===== src/rau_pkg.sv =====
// ----------------------------------------------------------------------------
// rau_pkg: shared types and constants for the rational arithmetic unit
// Holds the transfer structs, action and status codes, the controller
// states and the command and status bundles between controller and datapath.
// ----------------------------------------------------------------------------
`default_nettype none

package rau_pkg;

  localparam int OPERAND_WIDTH = 32;
  localparam int NW = OPERAND_WIDTH;      // numerator width
  localparam int DW = OPERAND_WIDTH - 1;  // denominator width
  localparam int PW = 2 * OPERAND_WIDTH;  // product width
  localparam int CW = $clog2(PW + 1);     // bit counter width

  typedef enum logic [2:0] {
    ACT_ADD = 3'd0,
    ACT_SUB = 3'd1,
    ACT_MUL = 3'd2,
    ACT_DIV = 3'd3,
    ACT_EQ  = 3'd4
  } action_t;

  typedef enum logic [1:0] {
    ST_OK       = 2'd0,
    ST_DIVZERO  = 2'd1,
    ST_OVERFLOW = 2'd2
  } status_t;

  typedef struct packed {
    logic [2:0]         action;
    logic signed [31:0] a_num;
    logic [30:0]        a_den;
    logic signed [31:0] b_num;
    logic [30:0]        b_den;
  } in_item_t;

  typedef struct packed {
    logic signed [31:0] res_num;
    logic [30:0]        res_den;
    logic               is_equal;
    logic [1:0]         status;
  } out_item_t;

  typedef enum logic [3:0] {
    S_IDLE,
    S_MUL1,
    S_MUL2,
    S_COMB,
    S_GCD_START,
    S_GCD_DIV,
    S_GCD_STEP,
    S_RED_N,
    S_RED_NW,
    S_RED_D,
    S_RED_DW,
    S_OUT
  } state_t;

  typedef struct packed {
    logic load;      // capture operands
    logic mul1;      // first products
    logic mul2;      // second products
    logic comb;      // combine into num/den magnitudes
    logic gcd_init;  // x=nmag, y=dmag
    logic div_start; // start x % y or quotient division
    logic div_sel;   // 0: x/y, 1: n/g or d/g (see red_sel)
    logic red_sel;   // 0: reduce num, 1: reduce den
    logic gcd_step;  // x=y, y=rem
    logic take_nq;   // store reduced num
    logic take_dq;   // store reduced den
    logic finish;    // build result
  } dp_cmd_t;

  typedef struct packed {
    logic early;     // result known without gcd
    logic y_zero;
    logic div_done;
  } dp_stat_t;

endpackage

`default_nettype wire


===== src/rau_ctrl.sv =====
// ----------------------------------------------------------------------------
// rau_ctrl: sequencer for the rational arithmetic unit
// Steps multiply, combine, gcd loop and reduction (skipped for early results), then holds the result.
// ----------------------------------------------------------------------------
`default_nettype none

module rau_ctrl
  import rau_pkg::*;
(
  input  wire logic     clk,
  input  wire logic     rst,
  input  wire logic     in_valid,
  output logic          in_stall,
  output logic          out_valid,
  input  wire logic     out_stall,
  input  wire dp_stat_t stat,
  output dp_cmd_t       cmd
);
  state_t state, state_next;
  logic   out_valid_next;

  always_ff @(posedge clk) begin
    if (rst) begin
      state     <= S_IDLE;
      out_valid <= 1'b0;
    end else begin
      state     <= state_next;
      out_valid <= out_valid_next;
    end
  end

  always_comb begin
    state_next     = state;
    cmd            = '0;
    out_valid_next = out_valid && out_stall;
    in_stall       = (state != S_IDLE);
    case (state)
      S_IDLE: if (in_valid) begin
        cmd.load   = 1'b1;
        state_next = S_MUL1;
      end
      S_MUL1: begin cmd.mul1 = 1'b1; state_next = S_MUL2; end
      S_MUL2: begin cmd.mul2 = 1'b1; state_next = S_COMB; end
      S_COMB: begin cmd.comb = 1'b1; state_next = S_GCD_START; end
      S_GCD_START: begin
        if (stat.early) begin
          state_next = S_OUT;
        end else begin
          cmd.gcd_init = 1'b1;
          state_next   = S_GCD_DIV;
        end
      end
      S_GCD_DIV: begin
        if (stat.y_zero) begin
          cmd.div_start = 1'b1;
          cmd.div_sel   = 1'b1;
          state_next    = S_RED_NW;
        end else begin
          cmd.div_start = 1'b1;
          state_next    = S_GCD_STEP;
        end
      end
      S_GCD_STEP: if (stat.div_done) begin
        cmd.gcd_step = 1'b1;
        state_next   = S_GCD_DIV;
      end
      S_RED_NW: begin
        cmd.div_sel = 1'b1;
        if (stat.div_done) begin
          cmd.take_nq = 1'b1;
          state_next  = S_RED_D;
        end
      end
      S_RED_N: state_next = S_RED_D;
      S_RED_D: begin
        cmd.div_start = 1'b1;
        cmd.div_sel   = 1'b1;
        cmd.red_sel   = 1'b1;
        state_next    = S_RED_DW;
      end
      S_RED_DW: begin
        cmd.div_sel = 1'b1;
        cmd.red_sel = 1'b1;
        if (stat.div_done) begin
          cmd.take_dq = 1'b1;
          state_next  = S_OUT;
        end
      end
      S_OUT: if (!(out_valid && out_stall)) begin
        cmd.finish     = 1'b1;
        out_valid_next = 1'b1;
        state_next     = S_IDLE;
      end
      default: state_next = S_IDLE;
    endcase
  end
endmodule

`default_nettype wire


===== config.mk =====
export PLATFORM = sky130hd
export DESIGN_NAME = rau_ctrl
export DESIGN_NICKNAME = d
export VERILOG_FILES = /design/src/rau_pkg.sv /design/src/rau_ctrl.sv
export SDC_FILE = /design/constraint.sdc
export NUM_CORES = 1
export LEC_CHECK = 0
export BUFFER_PORTS_ARGS = -buffer_cell sky130_fd_sc_hd__buf_2
export CAP_MARGIN = 20
export CORE_AREA = 2 2 39 41
export CTS_BUF_LIST = sky130_fd_sc_hd__clkbuf_4 sky130_fd_sc_hd__clkbuf_8 sky130_fd_sc_hd__clkbuf_16
export DETAILED_ROUTE_END_ITERATION = 16
export DIE_AREA = 0 0 41 43
export PLACE_DENSITY = 0.66
export SLEW_MARGIN = 5
export SYNTH_ARGS = -nofsm -noshare
export SYNTH_HDL_FRONTEND = slang
export SYNTH_SLANG_ARGS = --single-unit

===== constraint.sdc =====
create_clock -name clk -period 1.3 [get_ports clk]
set_input_delay 0.065 -clock clk [delete_from_list [all_inputs] [get_ports clk]]
set_output_delay 0.065 -clock clk [all_outputs]
set_load 0.02 [all_outputs]

==> impl_metrics.json <==
{
  "status": "finished with violations",
  "violations": "setup timing",
  "grt_pass1_wl_um": 2610,
  "switching_share": 0.372,
  "routed_wl_um": 1840,
  "skew_ns": 0.00783,
  "fp.coreArea_mm2": 0.00138,
  "num_antenna_cells": 0,
  "critical_path_arrival_ns": 1.34,
  "htree_num_levels": 1,
  "syn_nets": 78,
  "firstDrtPassIters": 4,
  "vias": 692,
  "post-route-period-util": 1.08,
  "synth.top_cell.area_share": 0.193,
  "min_period_ns": 1.41,
  "yosysSeqAreaShare": 0.193,
  "cp.required_ns": 1.24,
  "slew_viol_final": 0,
  "cts_hold_buf": 0,
  "grt.total_usage": 0.221,
  "wl_met3_um": 89,
  "combPwrFrac": 0.456,
  "grt.overflow.total": 0,
  "grt_pass1_vias": 627,
  "clock_latency_ns": 0.25,
  "drc_errors": 0,
  "finalCoreUtilization": 0.674,
  "io_pins": 21,
  "dp_hpwl_um": 1120,
  "hold_path.class": "input port to register",
  "switchingPower_uw": 272,
  "cts_buffers": 3,
  "syn_inst": 71,
  "power_frac_seq": 0.253,
  "synthMostInstantiatedCell": "nand2_1",
  "initial_utilization": 0.374,
  "fillerInstances": 114,
  "slew_headroom": 0.852,
  "worst_pin_slew_ns": 0.219,
  "clkTransAtPathRegs_ns": 0.05,
  "area_growth_pct": 80.0,
  "powerDensity_mw_per_mm2": 785,
  "hold_viol": 0,
  "synthArstFlopShare": 0,
  "max_freq_mhz": 712,
  "tritoncts": "yes",
  "yosysTopAreaCell": "dfxtp_1",
  "portBuffers": 20,
  "hold_depth": 2,
  "fp-row-count": 14,
  "cp-end-kind": "output pin",
  "ys_ff_latch": 5,
  "drive_above_1_share": 0.630,
  "leakagePower_nw": 0.403,
  "fin_cells": 124,
  "avgRoutedWirePerCell_um": 14.9,
  "fin_area_um2": 932,
  "syn_area_um2": 518,
  "clock-sinks": 5,
  "dpl.cell_count": 112,
  "die_width_um": 41,
  "die_h_um": 43,
  "startpoint_type": "register",
  "nNetsFinal": 116,
  "synthDistinctLibCells": 34,
  "rsz0062_at_grt": "true",
  "regArea_um2": 113,
  "intPower_uw": 459,
  "drt_iter0_drc": 15,
  "synth-edff-count": 0,
  "clk_path_buf_depth": 2,
  "p_clk_frac": 0.291,
  "place_area_um2": 673,
  "wl_met1_um": 723,
  "fin_ws_ns": -0.105,
  "avgSynthCellArea_um2": 7.30,
  "setup-violations-final": 7,
  "antenna_found_initial": 0,
  "multi_input_area_um2": 460,
  "crit_type": "register to output pin",
  "cts_root_buffer": "clkbuf_4",
  "wl_met2_um": 983,
  "ir_drop_mv": 0.494,
  "topRoutingLayerUsed": "met4",
  "synth-warning-count": 0,
  "synthFlopType": "dfxtp_1",
  "viasPerCell": 5.58,
  "cp_max_fo": 7,
  "maxCapViolCount": 0,
  "hold_slack_ns": 0.0308,
  "grt_max_degree": 13,
  "netlist_top_cells_area": "dfxtp_1 (19%), buf_6 (6.5%), a21oi_1 (4.8%)",
  "drt.antenna.violating_nets": 0,
  "dieArea_mm2": 0.00176,
  "gp_congestion": 0.862,
  "ff2ff_path_depth": 6
}
cells in the final DEF, fill, tap and decap left out, types with 3 or more instances in the layout:
cell type | netlist | routed
a21oi_2 | 2 | 4
buf_4 | 2 | 19
o21ai_0 | 5 | 5
nand2b_1 | 4 | 3
buf_2 | 1 | 12
nand2_1 | 6 | 6
a21oi_1 | 5 | 3
dfxtp_4 | 0 | 3
clkbuf_4 | 0 | 4
buf_6 | 3 | 7
critical path: stages, from the launching register on:
cell and delay, ns:
dfxtp_4 0.37, nand2b_1 0.16, buf_4 0.15, nor3_1 0.18, buf_2 0.22
metal layers:
metal,vias to the layer above,track usage
li1,328,-
met1,332,0.249
met4,0,0.100
met5,-,0
met2,26,0.353
met3,6,0.0785
flip-flops by register name, summed over array words and instances, names as in the netlist:
register   cells
out_valid      1
state          4
metrics by stage:
step	setup slack (ns)	power, mW	setup TNS (ns)
detailed placement	-0.00562	0.431	-0.00562
CTS	-0.111	0.688	-0.298
global placement	0.0173	0.429	0
global route	-0.169	0.777	-0.866
finish	-0.105	0.731	-0.356
floorplan	0.0707	0.353	0
worst paths after layout:
path / from / to / slack, ns
setup / recovery: state[1] / cmd[10] / -0.11
hold / removal: rst / state[0] / 0.03
setup reg to reg: state[3] / state[1] / -0.02
hold reg to reg: out_valid / out_valid / 0.52
layout make-up:
| cell class | count | share of cell area |
|---|---|---|
| Clock buffer | 4 | 0.0322 |
| Inverter | 2 | 0.00805 |
| Multi-Input combinational cell | 58 | 0.494 |
| Timing Repair Buffer | 39 | 0.323 |
| Tap cell | 16 | 0.0215 |
| Sequential cell | 5 | 0.121 |
power by group through the flow:
stage	logic [mW]	clock network, mW	registers, mW
detailed placement	0.241	0	0.190
CTS	0.284	0.220	0.184
global placement	0.239	0	0.190
floorplan	0.178	0	0.175
global route	0.352	0.238	0.186
finish	0.333	0.213	0.185
repair_timing:
| action | 4_1_cts | 5_1_grt |
|---|---|---|
| hold endpoints to repair | 0 | 0 |
| setup endpoints to repair | 14 | 13 |
| pin swaps | 5 | 3 |
| gates resized for setup | 22 | 22 |
| setup buffers | 6 | 2 |
cells by family (layout without fill, tap and decap cells):
family	after synthesis	after routing	share of synthesized area
AOI/OAI and AO/OA	20	20	0.242
muxes	2	2	0.0386
buffers and inverters	8	45	0.118
DFF	5	5	0.193
and+or+nand+nor	36	36	0.408
No activity file was read; power rests on OpenSTA's default activity.
